### src/rtl/mks_pkg.sv
// ----------------------------------------------------------------------------
// mks_pkg
// Types and constants for the 4x4 keypad scanner core.
// ----------------------------------------------------------------------------
package mks_pkg;

    localparam int ROW_W   = 4;
    localparam int COL_W   = 4;
    localparam int COLI_W  = 2;
    localparam int TICK_W  = 16;
    localparam int KEY_W   = 5;
    localparam int PRESS_W = 4;
    localparam int CFG_IDX_W  = 2;
    localparam int CFG_DATA_W = 16;

    // configuration register indexes
    localparam logic [CFG_IDX_W-1:0] CFG_SMALL_PAD      = 2'd0;
    localparam logic [CFG_IDX_W-1:0] CFG_SETTLE_TICKS   = 2'd1;
    localparam logic [CFG_IDX_W-1:0] CFG_DEBOUNCE_TICKS = 2'd2;

    localparam logic [TICK_W-1:0] SETTLE_RESET   = 16'd1000;
    localparam logic [TICK_W-1:0] DEBOUNCE_RESET = 16'd15000;

    // row patterns, active low
    localparam logic [ROW_W-1:0] ROWS_NONE = 4'b1111;
    localparam logic [ROW_W-1:0] ROWS_R0   = 4'b1110;
    localparam logic [ROW_W-1:0] ROWS_R1   = 4'b1101;
    localparam logic [ROW_W-1:0] ROWS_R2   = 4'b1011;
    localparam logic [ROW_W-1:0] ROWS_R3   = 4'b0111;

    localparam logic [COLI_W-1:0]  LAST_COL  = 2'd3;
    localparam logic [PRESS_W-1:0] PRESS_MAX = 4'd15;

    typedef enum logic {
        PH_SETTLE,
        PH_DEBOUNCE
    } phase_t;

    typedef struct packed {
        logic [COL_W-1:0] column_drive;
        logic             scan_done;
        logic [KEY_W-1:0] key_code;
        logic             ambiguous;
    } result_t;

endpackage

### src/rtl/matrix_keypad_scanner_core.sv
// ----------------------------------------------------------------------------
// matrix_keypad_scanner_core
// Debounced 4x4 keypad scanner: one item per tick carries the row lines,
// one result per item gives the column drive and, at scan end, the key.
// ----------------------------------------------------------------------------
//  channel  | direction | handshake            | payload
//  in       | input     | in_valid / in_stall   | row_lines
//  out      | output    | out_valid / out_stall | column_drive, scan_done,
//           |           |                       | key_code, ambiguous
//  cfg      | input     | cfg_we                | cfg_index, cfg_data
//
//  one item per clock while in_stall is low; its result is registered
//  the result register plus a one-entry skid stage let an item enter while
//  a result still waits; in_stall rises only when both are full
//  reset clears the scan state and loads the register defaults
module matrix_keypad_scanner_core (
    input  logic                          clk,
    input  logic                          rst_n,
    input  logic                          in_valid,
    output logic                          in_stall,
    input  logic [mks_pkg::ROW_W-1:0]     row_lines,
    output logic                          out_valid,
    input  logic                          out_stall,
    output logic [mks_pkg::COL_W-1:0]     column_drive,
    output logic                          scan_done,
    output logic [mks_pkg::KEY_W-1:0]     key_code,
    output logic                          ambiguous,
    input  logic                          cfg_we,
    input  logic [mks_pkg::CFG_IDX_W-1:0] cfg_index,
    input  logic [mks_pkg::CFG_DATA_W-1:0] cfg_data
);
    import mks_pkg::*;

    logic              small_pad_reg;
    logic [TICK_W-1:0] settle_ticks_reg;
    logic [TICK_W-1:0] debounce_ticks_reg;

    logic [COLI_W-1:0]  column_index_reg, column_index_next;
    phase_t             phase_reg, phase_next;
    logic [TICK_W-1:0]  wait_count_reg, wait_count_next;
    logic [ROW_W-1:0]   first_sample_reg, first_sample_next;
    logic [PRESS_W-1:0] press_count_reg, press_count_next;
    logic [KEY_W-1:0]   found_key_reg, found_key_next;

    result_t out_reg, skid_reg;
    logic    out_valid_reg, skid_valid_reg;

    logic    accept;
    logic    taken;
    result_t result;

    logic [TICK_W:0]    wait_inc;
    logic               settle_hit;
    logic               debounce_hit;
    logic [1:0]         press_add;
    logic               key_hit;
    logic [ROW_W-1:0]   hit_row_oh;
    logic [PRESS_W:0]   press_sum;
    logic [PRESS_W-1:0] press_judged;
    logic [KEY_W-1:0]   found_judged;
    logic               last_col;
    logic               end_scan;

    assign accept   = in_valid && !skid_valid_reg;
    assign in_stall = skid_valid_reg;
    assign taken    = out_valid_reg && !out_stall;

    assign wait_inc     = {1'b0, wait_count_reg} + {{TICK_W{1'b0}}, 1'b1};
    assign settle_hit   = wait_inc >= {1'b0, settle_ticks_reg};
    assign debounce_hit = wait_inc >= {1'b0, debounce_ticks_reg};
    assign last_col     = small_pad_reg || (column_index_reg == LAST_COL);
    assign end_scan     = (phase_reg == PH_DEBOUNCE) && debounce_hit;

    // column judgement on the second sample
    always_comb
    begin
        press_add  = 2'd0;
        key_hit    = 1'b0;
        hit_row_oh = ROWS_NONE;
        if (first_sample_reg == row_lines)
        begin
            unique case (row_lines)
                ROWS_NONE: press_add = 2'd0;
                ROWS_R0, ROWS_R1, ROWS_R2, ROWS_R3:
                begin
                    press_add  = 2'd1;
                    key_hit    = 1'b1;
                    hit_row_oh = row_lines;
                end
                default:   press_add = 2'd2;
            endcase
        end
    end

    always_comb
    begin
        logic [1:0] row_idx;
        row_idx = 2'd0;
        unique case (hit_row_oh)
            ROWS_R1: row_idx = 2'd1;
            ROWS_R2: row_idx = 2'd2;
            ROWS_R3: row_idx = 2'd3;
            default: row_idx = 2'd0;
        endcase
        press_sum    = {1'b0, press_count_reg} + {3'b000, press_add};
        press_judged = (press_sum > {1'b0, PRESS_MAX}) ? PRESS_MAX : press_sum[PRESS_W-1:0];
        // key = 4*row + col + 1
        found_judged = key_hit ? ({1'b0, row_idx, column_index_reg} + 5'd1) : found_key_reg;
    end

    // next state
    always_comb
    begin
        column_index_next = column_index_reg;
        phase_next        = phase_reg;
        wait_count_next   = wait_count_reg;
        first_sample_next = first_sample_reg;
        press_count_next  = press_count_reg;
        found_key_next    = found_key_reg;
        if (accept)
        begin
            unique case (phase_reg)
                PH_SETTLE:
                begin
                    if (settle_hit)
                    begin
                        first_sample_next = row_lines;
                        wait_count_next   = '0;
                        phase_next        = PH_DEBOUNCE;
                    end
                    else
                        wait_count_next = wait_inc[TICK_W-1:0];
                end
                PH_DEBOUNCE:
                begin
                    if (debounce_hit)
                    begin
                        wait_count_next = '0;
                        phase_next      = PH_SETTLE;
                        if (last_col)
                        begin
                            column_index_next = '0;
                            press_count_next  = '0;
                            found_key_next    = '0;
                        end
                        else
                        begin
                            column_index_next = column_index_reg + 2'd1;
                            press_count_next  = press_judged;
                            found_key_next    = found_judged;
                        end
                    end
                    else
                        wait_count_next = wait_inc[TICK_W-1:0];
                end
                default:
                begin
                    wait_count_next = wait_count_reg;
                end
            endcase
        end
    end

    // result of this item
    always_comb
    begin
        result              = '0;
        result.column_drive = ~(COL_W'(1) << column_index_reg);
        if (end_scan && last_col)
        begin
            result.scan_done = 1'b1;
            result.ambiguous = press_judged >= 4'd2;
            result.key_code  = result.ambiguous ? '0 : found_judged;
        end
    end

    always_ff @(posedge clk or negedge rst_n)
    begin
        if (!rst_n)
        begin
            small_pad_reg      <= 1'b0;
            settle_ticks_reg   <= SETTLE_RESET;
            debounce_ticks_reg <= DEBOUNCE_RESET;
            column_index_reg   <= '0;
            phase_reg          <= PH_SETTLE;
            wait_count_reg     <= '0;
            first_sample_reg   <= ROWS_NONE;
            press_count_reg    <= '0;
            found_key_reg      <= '0;
            out_valid_reg      <= 1'b0;
            skid_valid_reg     <= 1'b0;
        end
        else
        begin
            if (cfg_we)
            begin
                unique case (cfg_index)
                    CFG_SMALL_PAD:      small_pad_reg      <= cfg_data[0];
                    CFG_SETTLE_TICKS:   settle_ticks_reg   <= cfg_data;
                    CFG_DEBOUNCE_TICKS: debounce_ticks_reg <= cfg_data;
                    default:            small_pad_reg      <= small_pad_reg;
                endcase
            end
            column_index_reg <= column_index_next;
            phase_reg        <= phase_next;
            wait_count_reg   <= wait_count_next;
            first_sample_reg <= first_sample_next;
            press_count_reg  <= press_count_next;
            found_key_reg    <= found_key_next;

            if (!out_valid_reg || taken)
            begin
                if (skid_valid_reg)
                begin
                    out_valid_reg  <= 1'b1;
                    skid_valid_reg <= accept;
                end
                else
                    out_valid_reg <= accept;
            end
            else if (accept)
                skid_valid_reg <= 1'b1;
        end
    end

    // payload registers
    always_ff @(posedge clk)
    begin
        if (!out_valid_reg || taken)
        begin
            if (skid_valid_reg)
            begin
                out_reg <= skid_reg;
                if (accept)
                    skid_reg <= result;
            end
            else if (accept)
                out_reg <= result;
        end
        else if (accept)
            skid_reg <= result;
    end

    assign out_valid    = out_valid_reg;
    assign column_drive = out_reg.column_drive;
    assign scan_done    = out_reg.scan_done;
    assign key_code     = out_reg.key_code;
    assign ambiguous    = out_reg.ambiguous;

endmodule

### config.mk
export PLATFORM = sky130hd
export DESIGN_NAME = matrix_keypad_scanner_core
export DESIGN_NICKNAME = d
export VERILOG_FILES = /design/src/rtl/mks_pkg.sv /design/src/rtl/matrix_keypad_scanner_core.sv
export SDC_FILE = /design/constraint.sdc
export NUM_CORES = 1
export LEC_CHECK = 0
export CORE_MARGIN = 4
export CORE_UTILIZATION = 37
export CTS_CLUSTER_DIAMETER = 120
export DETAILED_ROUTE_END_ITERATION = 10
export DONT_BUFFER_PORTS = 1
export REMOVE_ABC_BUFFERS = 1
export SLEW_MARGIN = 5
export SYNTH_ARGS = -nofsm -noshare
export SYNTH_HDL_FRONTEND = slang
export SYNTH_SLANG_ARGS = --single-unit
### constraint.sdc
create_clock -name clk -period 4.49 [get_ports clk]
set_clock_uncertainty 0.2 [all_clocks]
set_input_delay 0.449 -clock clk [delete_from_list [all_inputs] [get_ports clk]]
set_output_delay 0.449 -clock clk [all_outputs]
set_load 0.005 [all_outputs]
After elaboration in Yosys (flattened, before gate mapping)
Cells that the tools add are included.

Reduce and logical (&&, ||, !) cells: 19. Bitwise operators: 2. $add $sub $neg: 4. Equal/unequal tests: 13. Mux-type cells: 29. Order comparisons: 4. Shifts and indexed selects: 1.

Operator list (count): 11-bit 2-to-1 mux (5); 17-bit by 16-bit greater-or-equal comparator with 1-bit output (2); 16-bit 2-to-1 mux (2); 16-bit one-hot mux with 2 select lines (1); 4-bit equality test, second input constant (6); 16-bit by 1-bit adder with 17-bit output, second input constant (1); 4-bit 2-to-1 mux (4); 5-bit 2-to-1 mux (3); 4-bit by 3-bit equality test with 1-bit output, second input constant (2); 1-bit 2-to-1 mux (8); 2-bit AND reduction (4); 7-bit 2-to-1 mux (1); 2-bit one-hot mux with 3 select lines (1); 3-bit AND reduction (2); 4-bit by 1-bit adder with 5-bit output, second input constant (1); 4-bit by 2-bit adder with 5-bit output (1); 5-bit by 4-bit greater-than comparator with 1-bit output, second input constant (1); 2-bit equality test, second input constant (2); 4-bit equality test (1); 4-bit by 2-bit greater-or-equal comparator with 1-bit output, second input constant (1); 1-bit logical AND (4); 2-bit 2-to-1 mux (2); 4-bit inverter (1); 2-bit one-hot mux with 2 select lines (1); 11 further kinds (15).

Logic and storage cells: 91. Bits of input ports: 27. Bits in registers: 89. Output and inout port bits: 13.

Longest topological paths before layout
Gate-level depths: netlist of run 1.

Depth in word-level cells: 13. Gate-level depth with buffers: 14. Mapped depth without buffers: 12.

Worst setup path after synthesis of run 1
OpenSTA, ideal clock, no wires.

Path type: register -> register. From: reg wait_count_reg[2]. To: reg found_key_reg[0]. Library setup time: 0.121 ns. Data required time: 4.169 ns. Path buffers: 2. Path slack: 1.075 ns. Period minus slack after synthesis: 3.415 ns. Arrival: 3.094 ns. Stages on the path, launching flop included: 15. Cell sequence: dfrtp_1 > and4_4 > and4_2 > nand3_1 > nor2_1 > xor2_1 > ha_1 > nand3_1 > o21bai_1 > o221ai_1 > nand4_4 > and3_1 > buf_6 > buf_12 > a32o_2.

Cells in the longest elaborated chain, start to end: 3.

RTL lines: from (decl) (line matrix_keypad_scanner_core.sv:40) `logic [TICK_W-1:0] wait_count_reg, wait_count_next;`; from (signal assigned) (line matrix_keypad_scanner_core.sv:206) `wait_count_reg <= wait_count_next;`; 16-bit by 1-bit adder with 17-bit output (line matrix_keypad_scanner_core.sv:68) `assign wait_inc = {1'b0, wait_count_reg} + {{TICK_W{1'b0}}, 1'b1};`; 17-bit by 16-bit greater-or-equal comparator with 1-bit output (line matrix_keypad_scanner_core.sv:70) `assign debounce_hit = wait_inc >= {1'b0, debounce_ticks_reg};`; 3-bit AND reduction (no source line); to (signal assigned) (line matrix_keypad_scanner_core.sv:209) `found_key_reg <= found_key_next;`; to (decl) (line matrix_keypad_scanner_core.sv:43) `logic [KEY_W-1:0] found_key_reg, found_key_next;`.

Every way passes these cells. A chain may end at the register's enable or synchronous reset.

Final worst setup path of run 1
From: reg wait_count_reg[2]. To: reg wait_count_reg[10].

Cells in the longest elaborated chain, start to end: 4. Elaborated cells between the ends (all ways): 6. Classes of those cells: add/sub (1); order compare (2); mux (3).

RTL lines: 16-bit by 1-bit adder with 17-bit output (*) (line matrix_keypad_scanner_core.sv:68); 17-bit by 16-bit greater-or-equal comparator with 1-bit output (on tied branches) (line matrix_keypad_scanner_core.sv:70, matrix_keypad_scanner_core.sv:69); 16-bit 2-to-1 mux (on tied branches) (line matrix_keypad_scanner_core.sv:136, matrix_keypad_scanner_core.sv:125); 16-bit one-hot mux with 2 select lines (*) (line matrix_keypad_scanner_core.sv:122) `unique case (phase_reg)`.

Mark *: on every way between the ends. The rest lies on a longest branch, timed or not.

==> run summary, run 1 <==
The run finished with clean final reports. The tree built by TritonCTS fans out to 89 sinks. The total of cells resized after clock tree synthesis came out at 0. The largest buffer count on any clock path came out at 2. Counting the buffers created by CTS gives 9. The max-cap violation count came out at 0. The total power consumption of the routed design came out at 2.27 mW. The yosys synthesis warning count is 0. STA classifies the critical path startpoint as a register.

For this run, the top clock speed supported by timing is 0.255 GHz. The area fraction of the dominant cell type after synthesis came out at 24.8%. The cell at the root of the clock tree is sky130_fd_sc_hd__clkbuf_16. After synthesis, the largest family of logic cells by area is simple AND/OR/NAND/NOR gates. The worst slew margin relative to its limit is between 20% and 30%. IR analysis of the VDD net gives a maximum drop of 0.267 mV. The core outline area is 13300 um2. After synthesis, the cell types taking the most area are sky130_fd_sc_hd__dfrtp_1 (25%), sky130_fd_sc_hd__edfxtp_1 (13%), sky130_fd_sc_hd__mux2_2 (9.8%). The kind of end point of the critical path is a register. The maximum number of pins on one net before global-route repair came out at between 60 and 70. The smallest setup slack after layout came out at between 500 and 600 ps. The number of nets in the layout came out at 526. The initial DRC count is around 190. Summed over all cells, the static leakage comes to 2.43 nW. Ranked by instance count, the synthesized netlist is headed by sky130_fd_sc_hd__dfrtp_1 (50), sky130_fd_sc_hd__inv_1 (44), sky130_fd_sc_hd__mux2_2 (44). The setup violation total in the final timing report is 0. Global routing finished with a remaining overflow of 0. The number of synthesized register bits came out at between 80 and 90. Of the cells placed in the final design, the portion with a size suffix greater than 1 is 18.8%. The number of hold-repair buffers added at the cts stage came out at 2. For the worst setup path, the data required time is roughly 4600 ps. Setup repair after global routing left no endpoint under its margin.

The overall die height is 125 um. The half-perimeter wire length after placement came out at 7.23 mm. In this run the cell area of the synthesized design comes to 5050 um2. The total iterations of the first detailed-routing run came out at 4. Pin placement for this block handled 40 I/O pins. The synthesized instance count came out at 463. The number of hold-slack violations in the final timing report was 0. The share of flip-flops with an asynchronous set or reset after synthesis is between 70% and 80%. The number of port buffers came out at 0. The synthesized area per cell is 10.9 um2. Once the floorplan was initialized, standard cells occupied 38.0% of the core. Compared with the post-synthesis result, the final layout area differs by 8.38%. Measured along the x axis, the die boundary spans around 120 um. The number of nets with antenna violations after detailed routing came out at 0. STA puts the critical path data arrival time at 4000 ps. Dividing the detail-routed wire length by the instance count gives around 15 um. The number of remaining DRC errors came out at 0. The TritonCTS clock tree is yes.

The number of antenna repair diodes came out at 0. The number of placement rows came out at 42. Summing the areas of all and, or, nand and nor instances in the mapped netlist gives between 10% and 20% of the synthesized area. After detailed routing, the number of vias per cell comes to 5.18. The number of global-route vias before repair came out at 3521. The global routing usage summed across all routing layers came out at 13.2%.

The adder-cell share of the synthesized area came out at between 10% and 20%. The setup path with the least slack is of type reg -> reg. The post-placement worst setup slack is 556 ps.

The number of antenna violations at the first check in global routing came to 0. The portion of the post-synthesis area used by sequential elements came out at a little under half. The synthesized netlist devotes under 10% of its cell area to XOR and XNOR gates.

The compound-gate portion of the synthesized area is 10.5%. The filler cells instantiated in the layout total 1284. Measured against the total synthesized area, the mux share comes to 10.2%.

The worst-path maximum fanout came out at 7. The power density normalized to cell area came out at 415 nW/um2. Synthesis instantiated between 60 and 70 different standard cells from the library.

The sum of negative setup slack is 0 ps. In this run the worst hold path is classified as in -> reg. sky130_fd_sc_hd__dfrtp_1 is the most common cell in the netlist. The library cell occupying the most area in the post-synthesis netlist is sky130_fd_sc_hd__dfrtp_1.

The first-pass GRT wire length came out at 17.1 mm. The global placer's final weighted congestion is roughly 0.81. The slew of the pin with the lowest slew margin came out at 1070 ps.

The final critical-path share of the clock period is about 87%. The clock transition at the registers of the reported paths is 60 ps. The level count of the clock H-tree came out at 3. The total via count after detailed routing is 3312. The later pin in the worst-skew pair is clocked with a latency of between 300 and 400 ps. The aggregate routed wire length came out at 9.69 mm. The final critical-path required period came out at 3930 ps. The number of synthesized flops with an enable pin came out at 22. The number of setup buffers added after CTS is 0. The number of max-slew violations in the final report is 0. In the synthesized netlist the dominant register cell turns out to be sky130_fd_sc_hd__dfrtp_1. The die covers 15600 um2.
placed cells by master (no fill, tap or decap), types with 9 or more instances in the layout:
master	synthesis	final
sky130_fd_sc_hd__a21oi_1	19	19
sky130_fd_sc_hd__a22o_1	13	13
sky130_fd_sc_hd__clkbuf_16	0	9
sky130_fd_sc_hd__dfrtp_1	50	50
sky130_fd_sc_hd__dfstp_2	17	17
sky130_fd_sc_hd__edfxtp_1	22	22
sky130_fd_sc_hd__ha_1	39	39
sky130_fd_sc_hd__inv_1	44	44
sky130_fd_sc_hd__mux2_2	44	44
sky130_fd_sc_hd__nand2_1	37	37
sky130_fd_sc_hd__nand3_1	13	13
sky130_fd_sc_hd__nand4_1	9	9
sky130_fd_sc_hd__nor2_1	29	29
sky130_fd_sc_hd__nor3_1	10	10
sky130_fd_sc_hd__o21ai_0	17	17
sky130_fd_sc_hd__xnor2_1	11	11
sky130_fd_sc_hd__xor2_1	12	12
worst max-delay path, cell delays in order, from the launching register on:
cell	delay [ps]
sky130_fd_sc_hd__dfrtp_1	450
sky130_fd_sc_hd__and4_4	290
sky130_fd_sc_hd__and4_2	300
sky130_fd_sc_hd__nand3_1	200
sky130_fd_sc_hd__nor2_1	180
sky130_fd_sc_hd__xor2_1	300
sky130_fd_sc_hd__ha_1	320
sky130_fd_sc_hd__nand3_1	150
sky130_fd_sc_hd__o21bai_1	90
sky130_fd_sc_hd__o221ai_1	310
sky130_fd_sc_hd__nand4_1	190
sky130_fd_sc_hd__a21oi_1	520
sky130_fd_sc_hd__buf_4	250
sky130_fd_sc_hd__a22o_1	130
metal layers:
| layer | up-vias | part of all wire (%) | GRT usage (%) |
|---|---|---|---|
| li1 | 1635 | - | - |
| met1 | 1602 | 45 | 16.6 |
| met2 | 57 | 49 | 21.9 |
| met3 | 18 | 4.3 | 4.03 |
| met4 | 0 | 1.7 | 4.08 |
| met5 | - | 0 | 0 |
report_power, final:
part,internal [mW],switching (mW),leakage (nW)
logic,0.238,0.288,1.29
clock network,0.368,0.297,0.129
registers,0.972,0.107,1.01
total,1.58,0.693,2.43
through the flow:
stage                     instance area [um2]  utilization, %  cells  hold slack, ps
after detailed placement                 5170            38.9    622           -44.2
after global placement                   5170            38.9    622           -43.7
final                                    5470            41.2    640            38.1
after global routing                     5470            41.2    640            33.4
after CTS                                5470            41.2    640            26.4
after floorplan                          4940               -    445           -46.6
cell type report:
| cell class | instances | area [um2] | share of cell area (%) |
|---|---|---|---|
| Clock inverter | 7 | 37.5 | 0.686 |
| Timing Repair Buffer | 3 | 45.0 | 0.823 |
| Clock buffer | 9 | 225 | 4.12 |
| Sequential cell | 89 | 2360 | 43.1 |
| Multi-Input combinational cell | 312 | 2420 | 44.2 |
| Inverter | 44 | 165 | 3.02 |
| Tap cell | 176 | 220 | 4.02 |
worst paths after layout:
| kind | depth (start not counted) | slack (ps) | to | from |
|---|---|---|---|---|
| max | 13 | 560 | wait_count_reg[10]$_DFFE_PN0P_ | wait_count_reg[2]$_DFFE_PN0P_ |
| min | 2 | 40 | out_valid$_DFFE_PN0N_ | in_valid |
| max reg2reg | 13 | 560 | wait_count_reg[10]$_DFFE_PN0P_ | wait_count_reg[2]$_DFFE_PN0P_ |
| min reg2reg | 1 | 300 | found_key_reg[0]$_DFFE_PN0P_ | found_key_reg[0]$_DFFE_PN0P_ |
| max in group asynchronous | 2 | 3310 | debounce_ticks_reg[9]$_DFFE_PN1P_ | rst_n |
| min in group asynchronous | 2 | 470 | debounce_ticks_reg[0]$_DFFE_PN0P_ | rst_n |
cells by family after synthesis:
family | Yosys count
and+or+nand+nor | 124
DFF | 89
xor gates and xnor gates | 23
muxes | 46
AOI/OAI and AO/OA | 79
adders and majority gates | 40
buffers and inverters | 62
(Power assumes the default switching activity.)
==> run 2: changes to the inputs <==
Settings changed: CORE_UTILIZATION 37 to 40.
==> run summary, run 2 (synthesis results as in run 1) <==
The number of nets with antenna violations after detailed routing came out at 0 (unchanged). The die outline area is 14500 um2 (-7.0%). The final critical-path share of the clock period was 87.3% (-0.10 points). The initial DRC count is 179 (-4.8%).

From synthesis to final layout, the design area changed by 9.22%. The cell count along the critical path is 12 (-1). The average vias per placed instance came out at 5.17 (about the same).

The min-delay analysis places its worst path in the category in -> reg. The number of nets in the layout came out at 526 (unchanged). The maximum number of pins on one net before global-route repair is 68 (unchanged).

The slew of the pin with the lowest slew margin is 919 ps (-155 ps). The average routed wire per standard cell is 15.4 um (+1.9%). Traced cell by cell, the critical path runs through and4_4, and4_2, nand3_1, nor2_1, xor2_1, ha_1, nand4_1, o41ai_1, a21oi_1, nand4_4, and3_1, mux2_2. The worst slew margin relative to its limit came out at 38.6% (+10 points). The number of CTS-inserted buffers came to 9 (unchanged). Setup repair after global routing left no endpoint under its margin.

The leakage power summed over all cells was 2.45 nW (+0.78%). The total power consumption of the routed design was 2.40 mW (+5.7%). The summed area of non-filler cells in the final layout came out at 5510 um2 (+0.78%). The number of antenna violations at the first check in global routing came out at 0 (unchanged). The first-pass GRT wire length came out at 16.4 mm (-4.2%). The largest buffer count on any clock path is 2 (unchanged).

The final critical-path required period came out at 3920 ps (-4.57 ps). The number of antenna repair diodes came out at 0 (unchanged). In the layout the commonest cells are sky130_fd_sc_hd__dfrtp_1 (50), sky130_fd_sc_hd__inv_1 (44), sky130_fd_sc_hd__mux2_2 (44).

The clock network fraction of design power came out at 32.6% (+3.3 points). The number of remaining DRC errors is 0 (unchanged). The core outline area came to 12200 um2 (-8.5%). The kind of end point of the critical path is a register.

The latest clock arrival within the worst-skew pair came out at 350 ps (about the same). The maximum clock rate was 0.255 GHz (+0.12%). The number of global-route vias before repair came out at 3331 (-5.4%). The number of placement rows was 40 (-4.8%). The max-cap violation count is 0 (unchanged). The peak supply drop is 0.220 mV (-17%). The total iterations of the first detailed-routing run came out at 4 (unchanged). The smallest setup slack after layout came out at 569 ps (+4.57 ps).

The overall die height came out at 120 um (-3.6%). The number of primary I/O pins is 40 (unchanged). The number of cells traversed by the worst register-to-register path came out at 12 (-1).

The internal power is 1.68 mW (+6.2%). The sum of negative setup slack came out at 0 ps (unchanged). The post-detailed-placement cell area came out at 5160 um2 (-0.19%). The switching power is 0.724 mW (+4.5%). The effective utilization at floorplan is 41.5% (+3.5 points). The slack of the worst reg-to-reg path came to 570 ps (about the same).

The combinational share of power came out at 22.4% (-0.8 points). The global routing usage summed across all routing layers is 14.3% (+1.1 points). The global placer's final weighted congestion came out at 0.819 (+1.2%).

The half-perimeter wire length after placement is 7.18 mm (-0.78%). By startpoint and endpoint, the worst setup path is classified as reg -> reg. The setup violation total in the final timing report is 0 (unchanged). The cell at the root of the clock tree is sky130_fd_sc_hd__clkbuf_16. The number of hold-slack violations in the final timing report is 0 (unchanged).

The most common cell after layout, fill and taps aside is sky130_fd_sc_hd__dfrtp_1. The total via count after detailed routing came out at 3268 (-1.3%). The total buffers and inverters traversed by the critical path came out at 0 (-1). The worst stage delay on the critical path came out at 580 ps (+60 ps). The number of max-slew violations in the final report came out at 0 (unchanged).

The run finished with clean final reports. The number of cells in the finished layout apart from fillers came to 632 (-1.3%). The number of port buffers is 0 (unchanged). The post-placement worst setup slack came out at 602 ps (+46.2 ps).

The worst register-to-register path ends at found_key_reg[4]$_DFFE_PN0P_. The aggregate routed wire length came out at 9.75 mm (+0.60%). The final global-route overflow total came out at 0 (unchanged). The number of setup buffers added after CTS is 0 (unchanged). The arrival time at the worst endpoint was 3950 ps (-50 ps). The fraction of layout cells with a size suffix above 1 is 19.6% (+0.86 points). The kind of cell with the highest combined delay along the critical path is simple AND/OR/NAND/NOR gates. The required arrival time at the worst endpoint came out at 4520 ps (-50 ps). Tracing the worst setup path back leads to its startpoint at wait_count_reg[2]$_DFFE_PN0P_. The horizontal die dimension came out at 120 um (-3.6%).

TritonCTS built the clock tree. The worst register-to-register path begins at wait_count_reg[2]$_DFFE_PN0P_. The clock transition at the registers of the reported paths came out at 60 ps (about the same). The slowest cell on the critical path is sky130_fd_sc_hd__and3_1. The number of clock sinks was 89 (unchanged). The sort of element at the start of the critical path is a register.

The worst hold slack came to 35.1 ps (-2.97 ps). The final core utilization is 45.3% (+4.2 points). The last element of the critical path is found_key_reg[4]$_DFFE_PN0P_. The number of placed instances with taps included was 614 (-1.3%). The power density normalized to cell area came to 435 nW/um2 (+4.9%). The part of the power in registers came out at 45.0% (-2.5 points). The worst-path maximum fanout came out at 15 (+8). The level count of the clock H-tree came to 3 (unchanged). The switching power as a share of total power was 30.2% (-0.33 points).
==> run 2: layout make-up <==
| class | instances | area, um2 |
|---|---|---|
| Inverter | 44 | 165 |
| Sequential cell | 89 | 2360 |
| Tap cell | 168 | 210 |
| Clock inverter | 5 | 62.6 |
| Fill cell | 1114 | 6650 |
| Clock buffer | 11 | 253 |
| Multi-Input combinational cell | 312 | 2420 |
| Timing Repair Buffer | 3 | 45.0 |
==> run 2: worst min path at each step <==
| stage | start | to | slack (ps) | depth (start not counted) |
|---|---|---|---|---|
| after global routing | in_valid | out_valid$_DFFE_PN0N_ | 30 | 2 |
| after CTS | in_valid | out_valid$_DFFE_PN0N_ | 30 | 2 |
| after global placement | rst_n | debounce_ticks_reg[6]$_DFFE_PN0P_ | -40 | 0 |
| after detailed placement | rst_n | debounce_ticks_reg[8]$_DFFE_PN0P_ | -40 | 0 |
| after floorplan | rst_n | column_index_reg[0]$_DFFE_PN0P_ | -50 | 0 |
| final | in_valid | out_valid$_DFFE_PN0N_ | 40 | 2 |
==> run 2: per-layer routing <==
layer	up-vias	GRT usage [%]	part of all wire (%)
li1	1633	-	-
met3	13	4.12	4.0
met2	54	22.8	47
met5	-	0	0
met1	1568	18.7	48
met4	0	4.89	1.4
==> run 2: what timing repair did <==
| action | CTS | global route |
|---|---|---|
| endpoints found under the hold margin | 67 | 0 |
| endpoints found under the setup margin | 0 | 0 |
| hold buffers | 2 | 0 |
| gates resized for setup | 0 | 0 |
==> run 2: worst register-to-register path, cell delays in order, from the launching register on <==
cell and delay (ps):
sky130_fd_sc_hd__dfrtp_1 450, sky130_fd_sc_hd__and4_4 290, sky130_fd_sc_hd__and4_2 290, sky130_fd_sc_hd__nand3_1 190, sky130_fd_sc_hd__nor2_1 180, sky130_fd_sc_hd__xor2_1 300
sky130_fd_sc_hd__ha_1 210, sky130_fd_sc_hd__nand4_1 110, sky130_fd_sc_hd__o41ai_1 270, sky130_fd_sc_hd__a21oi_1 140, sky130_fd_sc_hd__nand4_4 200, sky130_fd_sc_hd__and3_1 580
sky130_fd_sc_hd__mux2_2 410
==> run 2: power groups by stage <==
stage / logic [mW] / registers, mW / clock network [mW]
floorplan: 0.403 / 1.06 / 0
global placement: 0.504 / 1.09 / 0
detailed placement: 0.521 / 1.09 / 0
CTS: 0.542 / 1.08 / 0.804
global route: 0.616 / 1.10 / 0.838
finish: 0.537 / 1.08 / 0.783
